===== src/rtl/assert_macros.svh =====
// Concurrent assertion helpers shared by the RTL.
`ifndef ASSERT_MACROS_SVH
`define ASSERT_MACROS_SVH

// Same-cycle implication, held off during reset.
`define ASSERT_IMPLIES(lbl, clk, rst, ante, cons) \
   lbl: assert property (@(posedge clk) disable iff (rst) (ante) |-> (cons)) \
      else $error("assertion failed: ante implies cons");

// Next-cycle implication, held off during reset.
`define ASSERT_NEXT(lbl, clk, rst, ante, cons) \
   lbl: assert property (@(posedge clk) disable iff (rst) (ante) |=> (cons)) \
      else $error("assertion failed: ante implies cons next cycle");

`endif


===== src/rtl/fcgi_pkg.sv =====
package fcgi_pkg;

   // Width of a decoded name or value length before saturation (8 to 31).
   localparam int PARAM_LENGTH_BITS = 31;
   localparam logic [30:0] LEN_MAX = 31'((64'd1 << PARAM_LENGTH_BITS) - 64'd1);

   localparam logic [7:0]  TYPE_BEGIN     = 8'd1;
   localparam logic [7:0]  TYPE_PARAMS    = 8'd4;
   localparam logic [7:0]  TYPE_STDIN     = 8'd5;
   localparam logic [15:0] ROLE_RESPONDER = 16'd1;
   localparam logic [7:0]  KEEP_CONN      = 8'd1;

   typedef enum logic [1:0] {
      SEG_HEADER  = 2'd0,
      SEG_CONTENT = 2'd1,
      SEG_PADDING = 2'd2
   } seg_type;

   localparam logic [2:0] PART_NONE       = 3'd0;
   localparam logic [2:0] PART_NAME_LEN   = 3'd1;
   localparam logic [2:0] PART_VALUE_LEN  = 3'd2;
   localparam logic [2:0] PART_NAME_DATA  = 3'd3;
   localparam logic [2:0] PART_VALUE_DATA = 3'd4;

   typedef enum logic [1:0] {
      PH_NAME_LEN   = 2'd0,
      PH_VALUE_LEN  = 2'd1,
      PH_NAME_DATA  = 2'd2,
      PH_VALUE_DATA = 2'd3
   } pair_phase_type;

   typedef struct packed {
      logic step;   // a params content byte is transferred
      logic clear;  // return the pair decoder to idle
   } pair_ctrl_type;

   typedef struct packed {
      logic [2:0]  part;
      logic        len_ready;
      logic [30:0] len;
      logic        open;   // a name-value pair is incomplete
   } pair_stat_type;

endpackage


===== src/rtl/fcgi_if.sv =====
interface fcgi_req_if;
   logic       valid;
   logic       ready;
   logic [7:0] data_byte;

   modport source (output valid, output data_byte, input ready);
   modport sink   (input valid, input data_byte, output ready);
endinterface

interface fcgi_rsp_if;
   logic        valid;
   logic        ready;
   logic [7:0]  byte_out;
   logic [1:0]  segment;
   logic [7:0]  record_kind;
   logic [15:0] request_ident;
   logic        record_last;
   logic [2:0]  param_part;
   logic        length_ready;
   logic [30:0] decoded_length;
   logic        param_error;
   logic        keep_open;
   logic        request_done;

   modport source (output valid, output byte_out, output segment, output record_kind,
                   output request_ident, output record_last, output param_part,
                   output length_ready, output decoded_length, output param_error,
                   output keep_open, output request_done, input ready);
   modport sink   (input valid, input byte_out, input segment, input record_kind,
                   input request_ident, input record_last, input param_part,
                   input length_ready, input decoded_length, input param_error,
                   input keep_open, input request_done, output ready);
endinterface


===== src/rtl/fcgi_pair_dec.sv =====
module fcgi_pair_dec (
   input  logic                   clock,
   input  logic                   reset,
   input  fcgi_pkg::pair_ctrl_type ctrl,
   input  logic [7:0]             data_byte,
   output fcgi_pkg::pair_stat_type stat
);

   fcgi_pkg::pair_phase_type phase_ff, phase_in;
   logic [30:0] accum_ff, accum_in;
   logic [1:0]  lbl_ff, lbl_in;
   logic [30:0] dl_ff, dl_in;

   logic        len_done;
   logic [30:0] len_val;
   logic [30:0] acc_step;
   logic [1:0]  lbl_step;
   logic [30:0] dl_dec;
   logic        is_len;

   // Length byte datapath: one byte, or four with the top bit of the first set.
   always_comb begin
      len_done = 1'b0;
      len_val  = '0;
      acc_step = accum_ff;
      lbl_step = lbl_ff;
      if (lbl_ff == 2'd0) begin
         if (data_byte[7]) begin
            acc_step = {24'd0, data_byte[6:0]};
            lbl_step = 2'd3;
         end else begin
            len_val  = {23'd0, data_byte};
            len_done = 1'b1;
         end
      end else begin
         acc_step = {accum_ff[22:0], data_byte};
         lbl_step = lbl_ff - 2'd1;
         if (lbl_ff == 2'd1) begin
            len_val  = (acc_step > fcgi_pkg::LEN_MAX) ? fcgi_pkg::LEN_MAX : acc_step;
            len_done = 1'b1;
         end
      end
      dl_dec = (dl_ff != '0) ? dl_ff - 31'd1 : '0;
   end

   // Next state
   always_comb begin
      phase_in = phase_ff;
      accum_in = accum_ff;
      lbl_in   = lbl_ff;
      dl_in    = dl_ff;
      if (ctrl.clear) begin
         phase_in = fcgi_pkg::PH_NAME_LEN;
         accum_in = '0;
         lbl_in   = '0;
         dl_in    = '0;
      end else if (ctrl.step) begin
         case (phase_ff)
            fcgi_pkg::PH_NAME_LEN: begin
               accum_in = acc_step;
               lbl_in   = lbl_step;
               if (len_done) begin
                  dl_in    = len_val;
                  accum_in = '0;
                  phase_in = fcgi_pkg::PH_VALUE_LEN;
               end
            end
            fcgi_pkg::PH_VALUE_LEN: begin
               accum_in = acc_step;
               lbl_in   = lbl_step;
               if (len_done) begin
                  accum_in = len_val;
                  if (dl_ff != '0) begin
                     phase_in = fcgi_pkg::PH_NAME_DATA;
                  end else if (len_val != '0) begin
                     // empty name: go straight to the value data
                     dl_in    = len_val;
                     phase_in = fcgi_pkg::PH_VALUE_DATA;
                  end else begin
                     phase_in = fcgi_pkg::PH_NAME_LEN;
                  end
               end
            end
            fcgi_pkg::PH_NAME_DATA: begin
               dl_in = dl_dec;
               if (dl_dec == '0) begin
                  if (accum_ff != '0) begin
                     dl_in    = accum_ff;
                     phase_in = fcgi_pkg::PH_VALUE_DATA;
                  end else begin
                     phase_in = fcgi_pkg::PH_NAME_LEN;
                  end
               end
            end
            default: begin
               dl_in = dl_dec;
               if (dl_dec == '0) begin
                  phase_in = fcgi_pkg::PH_NAME_LEN;
               end
            end
         endcase
      end
   end

   // Outputs
   always_comb begin
      is_len = (phase_ff == fcgi_pkg::PH_NAME_LEN) || (phase_ff == fcgi_pkg::PH_VALUE_LEN);
      case (phase_ff)
         fcgi_pkg::PH_NAME_LEN:   stat.part = fcgi_pkg::PART_NAME_LEN;
         fcgi_pkg::PH_VALUE_LEN:  stat.part = fcgi_pkg::PART_VALUE_LEN;
         fcgi_pkg::PH_NAME_DATA:  stat.part = fcgi_pkg::PART_NAME_DATA;
         default:                 stat.part = fcgi_pkg::PART_VALUE_DATA;
      endcase
      stat.len_ready = is_len && len_done;
      stat.len       = (is_len && len_done) ? len_val : '0;
      stat.open      = (phase_ff != fcgi_pkg::PH_NAME_LEN) || (lbl_ff != 2'd0);
   end

   always_ff @(posedge clock) begin
      if (reset) begin
         phase_ff <= fcgi_pkg::PH_NAME_LEN;
         accum_ff <= '0;
         lbl_ff   <= '0;
         dl_ff    <= '0;
      end else begin
         phase_ff <= phase_in;
         accum_ff <= accum_in;
         lbl_ff   <= lbl_in;
         dl_ff    <= dl_in;
      end
   end

endmodule


===== src/rtl/fcgi_record_deframer.sv =====
// FastCGI record deframer. Takes one stream byte per transfer and returns one
// tagged result per byte, in the cycle after the byte is accepted. A byte can be
// accepted in every cycle: the only stall is a result in the output register
// that the sink has not yet taken, so the sustained rate is one byte per clock.
// The rate is set by the single registered pass from the framing counters and
// the params pair decoder into the result register. Record type and request id
// show partial values while the header is still arriving.
`include "assert_macros.svh"

module fcgi_record_deframer (
   input logic        clock,
   input logic        reset,
   fcgi_req_if.sink   req_if,
   fcgi_rsp_if.source rsp_if
);

   localparam logic [2:0] HB_START    = 3'd0;
   localparam logic [2:0] HB_TYPE     = 3'd1;
   localparam logic [2:0] HB_ID_HI    = 3'd2;
   localparam logic [2:0] HB_ID_LO    = 3'd3;
   localparam logic [2:0] HB_LEN_HI   = 3'd4;
   localparam logic [2:0] HB_LEN_LO   = 3'd5;
   localparam logic [2:0] HB_PAD      = 3'd6;

   logic        accept;
   logic        valid_ff;

   logic [2:0]  hdr_ff, hdr_in;
   logic [7:0]  type_ff, type_in;
   logic [15:0] ident_ff, ident_in;
   logic [15:0] cl_ff, cl_in;
   logic [7:0]  pl_ff, pl_in;
   logic [15:0] off_ff, off_in;
   logic [15:0] role_ff, role_in;
   logic        keep_ff, keep_in;

   logic [16:0] total;
   fcgi_pkg::seg_type seg;
   logic        last, perr, done, params_byte;
   logic [7:0]  b;

   fcgi_pkg::pair_ctrl_type pair_ctrl;
   fcgi_pkg::pair_stat_type pair_stat;

   // Output register payload
   logic [7:0]  byte_ff;
   logic [1:0]  seg_ff;
   logic [7:0]  kind_ff;
   logic [15:0] rid_ff;
   logic        last_ff;
   logic [2:0]  part_ff;
   logic        lrdy_ff;
   logic [30:0] dlen_ff;
   logic        perr_ff;
   logic        keepo_ff;
   logic        done_ff;

   assign req_if.ready = !reset && (!valid_ff || rsp_if.ready);
   assign accept       = req_if.valid && req_if.ready;
   assign b            = req_if.data_byte;

   always_comb begin
      hdr_in      = hdr_ff;
      type_in     = type_ff;
      ident_in    = ident_ff;
      cl_in       = cl_ff;
      pl_in       = pl_ff;
      off_in      = off_ff;
      role_in     = role_ff;
      keep_in     = keep_ff;
      seg         = fcgi_pkg::SEG_HEADER;
      last        = 1'b0;
      perr        = 1'b0;
      done        = 1'b0;
      params_byte = 1'b0;
      pair_ctrl   = '0;
      total       = {1'b0, off_ff} + {1'b0, cl_ff};

      if (hdr_ff != 3'd0 || (cl_ff == '0 && pl_ff == '0)) begin
         case (hdr_ff)
            HB_START:  off_in = '0;
            HB_TYPE:   type_in = b;
            HB_ID_HI:  ident_in = {b, ident_ff[7:0]};
            HB_ID_LO:  ident_in = {ident_ff[15:8], b};
            HB_LEN_HI: cl_in = {b, 8'd0};
            HB_LEN_LO: cl_in = {cl_ff[15:8], b};
            HB_PAD:    pl_in = b;
            default: begin
               last = (cl_ff == '0) && (pl_ff == '0);
               if (type_ff == fcgi_pkg::TYPE_PARAMS && cl_ff == '0) begin
                  perr            = pair_stat.open;
                  pair_ctrl.clear = 1'b1;
               end
            end
         endcase
         hdr_in = hdr_ff + 3'd1;
      end else if (cl_ff != '0) begin
         seg    = fcgi_pkg::SEG_CONTENT;
         cl_in  = cl_ff - 16'd1;
         off_in = off_ff + 16'd1;
         if (type_ff == fcgi_pkg::TYPE_BEGIN) begin
            if (off_ff == 16'd0) begin
               role_in = {b, role_ff[7:0]};
            end else if (off_ff == 16'd1) begin
               role_in = {role_ff[15:8], b};
            end else if (off_ff == 16'd2 && total >= 17'd8 &&
                         role_ff == fcgi_pkg::ROLE_RESPONDER) begin
               keep_in = (b == fcgi_pkg::KEEP_CONN);
            end
         end else if (type_ff == fcgi_pkg::TYPE_PARAMS) begin
            params_byte    = 1'b1;
            pair_ctrl.step = 1'b1;
         end
         last = (cl_in == '0) && (pl_ff == '0);
      end else begin
         seg   = fcgi_pkg::SEG_PADDING;
         pl_in = pl_ff - 8'd1;
         last  = (pl_in == '0);
      end

      // empty stdin record ends the request
      if (last && type_in == fcgi_pkg::TYPE_STDIN && off_in == '0) begin
         done            = 1'b1;
         pair_ctrl.clear = 1'b1;
      end

      pair_ctrl.step  = pair_ctrl.step && accept;
      pair_ctrl.clear = pair_ctrl.clear && accept;
   end

   fcgi_pair_dec u_pair (
      .clock     (clock),
      .reset     (reset),
      .ctrl      (pair_ctrl),
      .data_byte (b),
      .stat      (pair_stat)
   );

   always_ff @(posedge clock) begin
      if (reset) begin
         hdr_ff   <= '0;
         type_ff  <= '0;
         ident_ff <= '0;
         cl_ff    <= '0;
         pl_ff    <= '0;
         off_ff   <= '0;
         role_ff  <= '0;
         keep_ff  <= 1'b0;
         valid_ff <= 1'b0;
      end else begin
         if (accept) begin
            hdr_ff   <= hdr_in;
            type_ff  <= type_in;
            ident_ff <= ident_in;
            cl_ff    <= cl_in;
            pl_ff    <= pl_in;
            off_ff   <= off_in;
            role_ff  <= role_in;
            keep_ff  <= keep_in;
         end
         if (accept) begin
            valid_ff <= 1'b1;
         end else if (rsp_if.ready) begin
            valid_ff <= 1'b0;
         end
      end
   end

   // Result register: load on every input transfer, hold while stalled
   always_ff @(posedge clock) begin
      if (accept) begin
         byte_ff  <= b;
         seg_ff   <= seg;
         kind_ff  <= type_in;
         rid_ff   <= ident_in;
         last_ff  <= last;
         part_ff  <= params_byte ? pair_stat.part : fcgi_pkg::PART_NONE;
         lrdy_ff  <= params_byte && pair_stat.len_ready;
         dlen_ff  <= params_byte ? pair_stat.len : '0;
         perr_ff  <= perr;
         keepo_ff <= keep_in;
         done_ff  <= done;
      end
   end

   assign rsp_if.valid          = valid_ff;
   assign rsp_if.byte_out       = byte_ff;
   assign rsp_if.segment        = seg_ff;
   assign rsp_if.record_kind    = kind_ff;
   assign rsp_if.request_ident  = rid_ff;
   assign rsp_if.record_last    = last_ff;
   assign rsp_if.param_part     = part_ff;
   assign rsp_if.length_ready   = lrdy_ff;
   assign rsp_if.decoded_length = dlen_ff;
   assign rsp_if.param_error    = perr_ff;
   assign rsp_if.keep_open      = keepo_ff;
   assign rsp_if.request_done   = done_ff;

   `ASSERT_NEXT(a_accept_fills, clock, reset, accept, valid_ff)
   `ASSERT_IMPLIES(a_len_in_params, clock, reset, valid_ff && lrdy_ff,
      seg_ff == fcgi_pkg::SEG_CONTENT && kind_ff == fcgi_pkg::TYPE_PARAMS)
   `ASSERT_IMPLIES(a_done_on_last, clock, reset, valid_ff && done_ff, last_ff)
   `ASSERT_IMPLIES(a_err_in_header, clock, reset, valid_ff && perr_ff,
      seg_ff == fcgi_pkg::SEG_HEADER && kind_ff == fcgi_pkg::TYPE_PARAMS)

endmodule

===== src/flat_wrapper.sv =====
// flat-port wrapper written by rule: the top's interface ports become plain ports
module fcgi_record_deframer_flat 
  (clock, reset, req_if_valid, req_if_data_byte, req_if_ready, rsp_if_valid, rsp_if_byte_out, rsp_if_segment, rsp_if_record_kind, rsp_if_request_ident, rsp_if_record_last, rsp_if_param_part, rsp_if_length_ready, rsp_if_decoded_length, rsp_if_param_error, rsp_if_keep_open, rsp_if_request_done, rsp_if_ready);
  fcgi_req_if req_if_i ();
  fcgi_rsp_if rsp_if_i ();
  input logic clock;
  input logic reset;
  input wire logic [$bits(req_if_i.valid)-1:0] req_if_valid;
  input wire logic [$bits(req_if_i.data_byte)-1:0] req_if_data_byte;
  output wire logic [$bits(req_if_i.ready)-1:0] req_if_ready;
  output wire logic [$bits(rsp_if_i.valid)-1:0] rsp_if_valid;
  output wire logic [$bits(rsp_if_i.byte_out)-1:0] rsp_if_byte_out;
  output wire logic [$bits(rsp_if_i.segment)-1:0] rsp_if_segment;
  output wire logic [$bits(rsp_if_i.record_kind)-1:0] rsp_if_record_kind;
  output wire logic [$bits(rsp_if_i.request_ident)-1:0] rsp_if_request_ident;
  output wire logic [$bits(rsp_if_i.record_last)-1:0] rsp_if_record_last;
  output wire logic [$bits(rsp_if_i.param_part)-1:0] rsp_if_param_part;
  output wire logic [$bits(rsp_if_i.length_ready)-1:0] rsp_if_length_ready;
  output wire logic [$bits(rsp_if_i.decoded_length)-1:0] rsp_if_decoded_length;
  output wire logic [$bits(rsp_if_i.param_error)-1:0] rsp_if_param_error;
  output wire logic [$bits(rsp_if_i.keep_open)-1:0] rsp_if_keep_open;
  output wire logic [$bits(rsp_if_i.request_done)-1:0] rsp_if_request_done;
  input wire logic [$bits(rsp_if_i.ready)-1:0] rsp_if_ready;
  assign req_if_i.valid = req_if_valid;
  assign req_if_i.data_byte = req_if_data_byte;
  assign req_if_ready = req_if_i.ready;
  assign rsp_if_valid = rsp_if_i.valid;
  assign rsp_if_byte_out = rsp_if_i.byte_out;
  assign rsp_if_segment = rsp_if_i.segment;
  assign rsp_if_record_kind = rsp_if_i.record_kind;
  assign rsp_if_request_ident = rsp_if_i.request_ident;
  assign rsp_if_record_last = rsp_if_i.record_last;
  assign rsp_if_param_part = rsp_if_i.param_part;
  assign rsp_if_length_ready = rsp_if_i.length_ready;
  assign rsp_if_decoded_length = rsp_if_i.decoded_length;
  assign rsp_if_param_error = rsp_if_i.param_error;
  assign rsp_if_keep_open = rsp_if_i.keep_open;
  assign rsp_if_request_done = rsp_if_i.request_done;
  assign rsp_if_i.ready = rsp_if_ready;
  fcgi_record_deframer u_core (.clock(clock), .reset(reset), .req_if(req_if_i), .rsp_if(rsp_if_i));
endmodule

===== config.mk =====
export PLATFORM = sky130hd
export DESIGN_NAME = fcgi_record_deframer_flat
export DESIGN_NICKNAME = d
export VERILOG_FILES = /design/src/rtl/fcgi_pkg.sv /design/src/rtl/fcgi_if.sv /design/src/rtl/fcgi_pair_dec.sv /design/src/rtl/fcgi_record_deframer.sv /design/src/flat_wrapper.sv
export VERILOG_INCLUDE_DIRS = /design/src /design/src/rtl
export SDC_FILE = /design/constraint.sdc
export NUM_CORES = 1
export LEC_CHECK = 0
export ABC_AREA = 1
export BUFFER_PORTS_ARGS = -buffer_cell sky130_fd_sc_hd__buf_2
export CORE_MARGIN = 5
export CORE_UTILIZATION = 55
export CTS_BUF_LIST = sky130_fd_sc_hd__clkbuf_4
export DETAILED_ROUTE_END_ITERATION = 7
export PLACE_DENSITY = 0.77
export SLEW_MARGIN = 30
export SYNTH_ARGS = -nofsm -noshare
export SYNTH_HDL_FRONTEND = slang
export SYNTH_SLANG_ARGS = --single-unit

===== constraint.sdc =====
create_clock -name clock -period 3.3 [get_ports clock]
set_input_delay 0.495 -clock clock [delete_from_list [all_inputs] [get_ports clock]]
set_output_delay 0.495 -clock clock [all_outputs]
set_load 0.02 [all_outputs]

==> impl_summary.log <==
[metrics] outcome: finished with violations
[metrics] violated checks: DRC
[metrics] synth warn: 0
[metrics] CTS sink cnt: 224
[metrics] layout cell share with drive strength beyond 1: 0.145
[metrics] DRT iter0 DRCs: 1901
[metrics] synthesized netlist cell count: 2079
[metrics] number of synthesized flops with an enable pin: 73
[metrics] Most used DFF post-synth: dfxtp_1
[metrics] Post-Synth Simple-Gate Area: 0.321
[metrics] Met3 Wirelength: 5460 um
[metrics] number of nets with antenna violations after detailed routing: 0
[metrics] starting density of the core: 0.553
[metrics] Synth Area in Compound Gates: 0.165
[metrics] data arrival time of the critical path: 3660 ps
[metrics] switching power as a share of total power: 0.463
[metrics] maximum resistive drop on vdd: 656 uV
[metrics] Critical Path Fanout Max: 8
[metrics] switching power: 5.19 mW
[metrics] average wire per standard cell: 17.7 um
[metrics] # port buffers: 86
[metrics] final clock skew: 90.8 ps
[metrics] via count normalized by instance count: 5.85
[metrics] mux cell area share after synthesis: 0
[metrics] clock transition at the registers of the reported paths: 70 ps
[metrics] Inserted Clock Buffers: 58
[metrics] post-route met1 wirelength: 19600 um
[metrics] final weighted congestion in routability-driven placement: 0.990
[metrics] clock latency on the worst-skew pair: 760 ps
[metrics] Worst Reg2Reg Path Length in Cells: 15
[metrics] final instance area: 16000 sq um
[metrics] main area contributors after synthesis: dfxtp_1 (21%), edfxtp_1 (15%), nand2_1 (13%), nor2_1 (7.3%), nand3_1 (5.8%)
[metrics] Critical Path RT: 3820 ps
[metrics] Slew @ Worst Pin: 959 ps
[metrics] die area: 29300 sq um
[metrics] min Tclk post-route: 3140 ps
[metrics] Die Span Y: 171 um
[metrics] max frequency: 0.319 GHz
[metrics] synth-to-layout area growth: 11.6%
[metrics] first-pass GRT wire length: 72000 um
[metrics] Detail Route met2 WL: 19000 um
[metrics] Hold Crit Depth: 4
[metrics] leading cell type in the layout, fill and taps excluded: nand2_1
[metrics] final wirelength: 45600 um
[metrics] total half-perimeter wirelength after legalization and detailed placement: 33400 um
[metrics] area inside the core boundary: 25800 sq um
[metrics] DR DRC count: 2
[metrics] number of global-route vias before repair: 13600
[metrics] number of antenna violations at the first check in global routing: 2
[metrics] Ports: 87
[metrics] GRT Util Overall: 0.304
[metrics] Reg2Reg Launch Point: u_core.off_ff[0]$_SDFFE_PP0P_
[metrics] number of max-cap violations: 0
[metrics] number of rows in the core area: 59
[metrics] Worst Setup Start Kind: register
[metrics] min setup slack post-route: 162 ps
[metrics] highest metal layer used by the detailed router: met5
[metrics] worst max-slew margin expressed relative to the limit: 0.361
[metrics] library cell used as clock root buffer: clkbuf_4
[metrics] async set-or-reset flop fraction in the synthesized netlist: 0
[metrics] total gr overflow: 0
[metrics] largest family of logic cells by synthesized area: simple AND/OR/NAND/NOR gates
[metrics] Longest Clk Path Bufs: 3
[metrics] routed via count: 15100
[metrics] count of different cell masters after synthesis: 52
[metrics] power density normalized to cell area: 703 nW/um^2
[metrics] Flop pwr share: 0.302
[metrics] Internal Power: 6.02 mW
[metrics] count of final hold-check violations: 0
[metrics] TritonRoute pass-1 iters: 8
[metrics] net count of the mapped netlist: 2128
[metrics] Adder-Cell Fraction of Synth Area: 0.0329
[metrics] post-synthesis cell area: 14300 sq um
[metrics] area share of the largest cell type after synthesis: 0.211
[metrics] post-synthesis average cell area: 6.88 sq um
[metrics] period utilisation layout: 0.951
[metrics] startpoint of the worst setup timing path: u_core.off_ff[0]$_SDFFE_PP0P_
[metrics] static leakage: 7.05 nW
[metrics] most frequent cells in the layout: nand2_1 (495), nor2_1 (278), inv_1 (213)
[metrics] Worst Setup Slack post-DPL: 232 ps
[metrics] xor/xnor share of the synthesized area: 0.0245
[metrics] Setup TNS: 0 ps
[metrics] sequential element share of the synthesized area: 0.365
[metrics] flip-flop and latch count after synthesis: 224
[metrics] Hold Slack: 65.2 ps
[metrics] class of the most critical hold timing path: input port to register
[metrics] origin of the worst min-delay path: rsp_if_ready
[metrics] net count reported at finish: 2245
[metrics] category of the most critical setup path: register to register
[metrics] CTS tree: yes
[metrics] clock group share of total power: 0.215
[metrics] combinational cell fraction of total power: 0.484
[metrics] instance area after placement: 15200 sq um
[metrics] setup repair after global routing missed its margin: false
[metrics] CTS H-Tree Depth: 2
[metrics] Finish-stage setup viols: 0
[metrics] horizontal extent of the die: 171 um
[metrics] count of final max-slew check failures: 0
[metrics] cell taking the most area after synthesis: dfxtp_1
[metrics] CP Capture Type: register
[metrics] FILL cells: 2409
[metrics] largest net degree at the start of global routing: 84
==> worst paths after layout <==
kind	to	slack, ps
setup / recovery	u_core.rsp_if.keep_open$_DFFE_PP_	160
hold / removal	u_core.rsp_if.valid$_SDFFE_PP0P_	70
setup reg to reg	u_core.rsp_if.keep_open$_DFFE_PP_	160
hold reg to reg	u_core.u_pair.accum_ff[30]$_SDFFE_PP0P_	460
==> metal layers <==
layer | up-vias | global-route usage
met5 | - | 0
met3 | 142 | 0.0811
met4 | 2 | 0.111
met2 | 853 | 0.442
li1 | 7165 | -
met1 | 6939 | 0.436
==> final cells by class <==
| cell class | instances | area (sq um) | area share |
|---|---|---|---|
| multi-input combinational | 1541 | 7780 | 0.488 |
| sequential | 224 | 5220 | 0.327 |
| timing repair buffer | 150 | 976 | 0.0611 |
| inverter | 221 | 832 | 0.0521 |
| clock buffer | 84 | 631 | 0.0395 |
| tap | 335 | 419 | 0.0263 |
| clock inverter | 24 | 103 | 0.00643 |
| antenna | 1 | 2.50 | 0.000157 |
==> synth_stat cells, drive strengths merged, types with 4 or more instances <==
cell / instances
a211oi: 14
a21boi: 4
a21oi: 148
a221oi: 6
a31oi: 8
buf: 44
clkbuf: 49
dfxtp: 151
edfxtp: 73
ha: 36
inv: 220
nand2: 506
nand3: 177
nand4: 40
nor2: 291
nor3: 17
nor4: 14
o21ai: 168
o21bai: 9
o22ai: 24
o31ai: 15
or2: 6
xnor2: 12
xor2: 28
==> stage by stage <==
| step | utilization | std cells | total power, mW |
|---|---|---|---|
| finish | 0.618 | 2580 | 11.2 |
| global route | 0.618 | 2580 | 12.0 |
| CTS | 0.616 | 2576 | 11.0 |
| detailed placement | 0.587 | 2467 | 8.64 |
| global placement | 0.587 | 2467 | 8.60 |
| floorplan | - | 2079 | 7.41 |
==> repair_timing <==
item	CTS	global route
hold endpoints to repair	1	0
resized for setup	0	2
setup buffers	0	3
endpoints found under the setup margin	0	25
hold buffers	1	0
==> logic make-up (layout without fill, tap and decap cells) <==
family,after synthesis,after routing
fa+ha+maj,37,37
xor+xnor,40,40
buf+inv,314,479
flops,224,224
simple gates,1059,1059
compound gates,405,405
other cells,0,1
==> power groups by stage <==
stage | Combinational (mW) | Sequential (mW) | Clock [mW]
3_3_place_gp | 5.18 | 3.43 | 0
3_5_place_dp | 5.21 | 3.43 | 0
2_1_floorplan | 3.95 | 3.45 | 0
4_1_cts | 5.24 | 3.37 | 2.44
5_1_grt | 5.98 | 3.40 | 2.59
6_report | 5.42 | 3.38 | 2.41
==> worst max-delay path, cell delays in order, from the launching register on <==
cell and delay [ps]:
dfxtp_1 410, ha_1 290, fa_1 380, nand3_1 90, nand3_1 160, a21boi_0 400, nor2_1 130, a21oi_1 170
xor2_1 160, nand2_1 70, nor2_1 150, nand3_1 210, nand2_1 120, nand2_1 50, nand2_1 80, inv_1 50
==> sequential cells by signal, summed over array words and instances, names as in the netlist, 2 cells and up <==
name                          flops
u_core.hdr_ff                     3
u_core.rsp_if.record_kind         8
u_core.ident_ff                  16
u_core.pl_ff                      8
u_core.rsp_if.segment             2
u_core.rsp_if.decoded_length     31
u_core.off_ff                    16
u_core.u_pair.phase_ff            2
u_core.u_pair.lbl_ff              2
u_core.rsp_if.byte_out            8
u_core.u_pair.accum_ff           31
u_core.role_ff                   16
u_core.u_pair.dl_ff              31
u_core.rsp_if.param_part          3
u_core.cl_ff                     16
u_core.type_ff                    8
u_core.rsp_if.request_ident      16
Note: power is estimated with default switching activity, not from simulation.
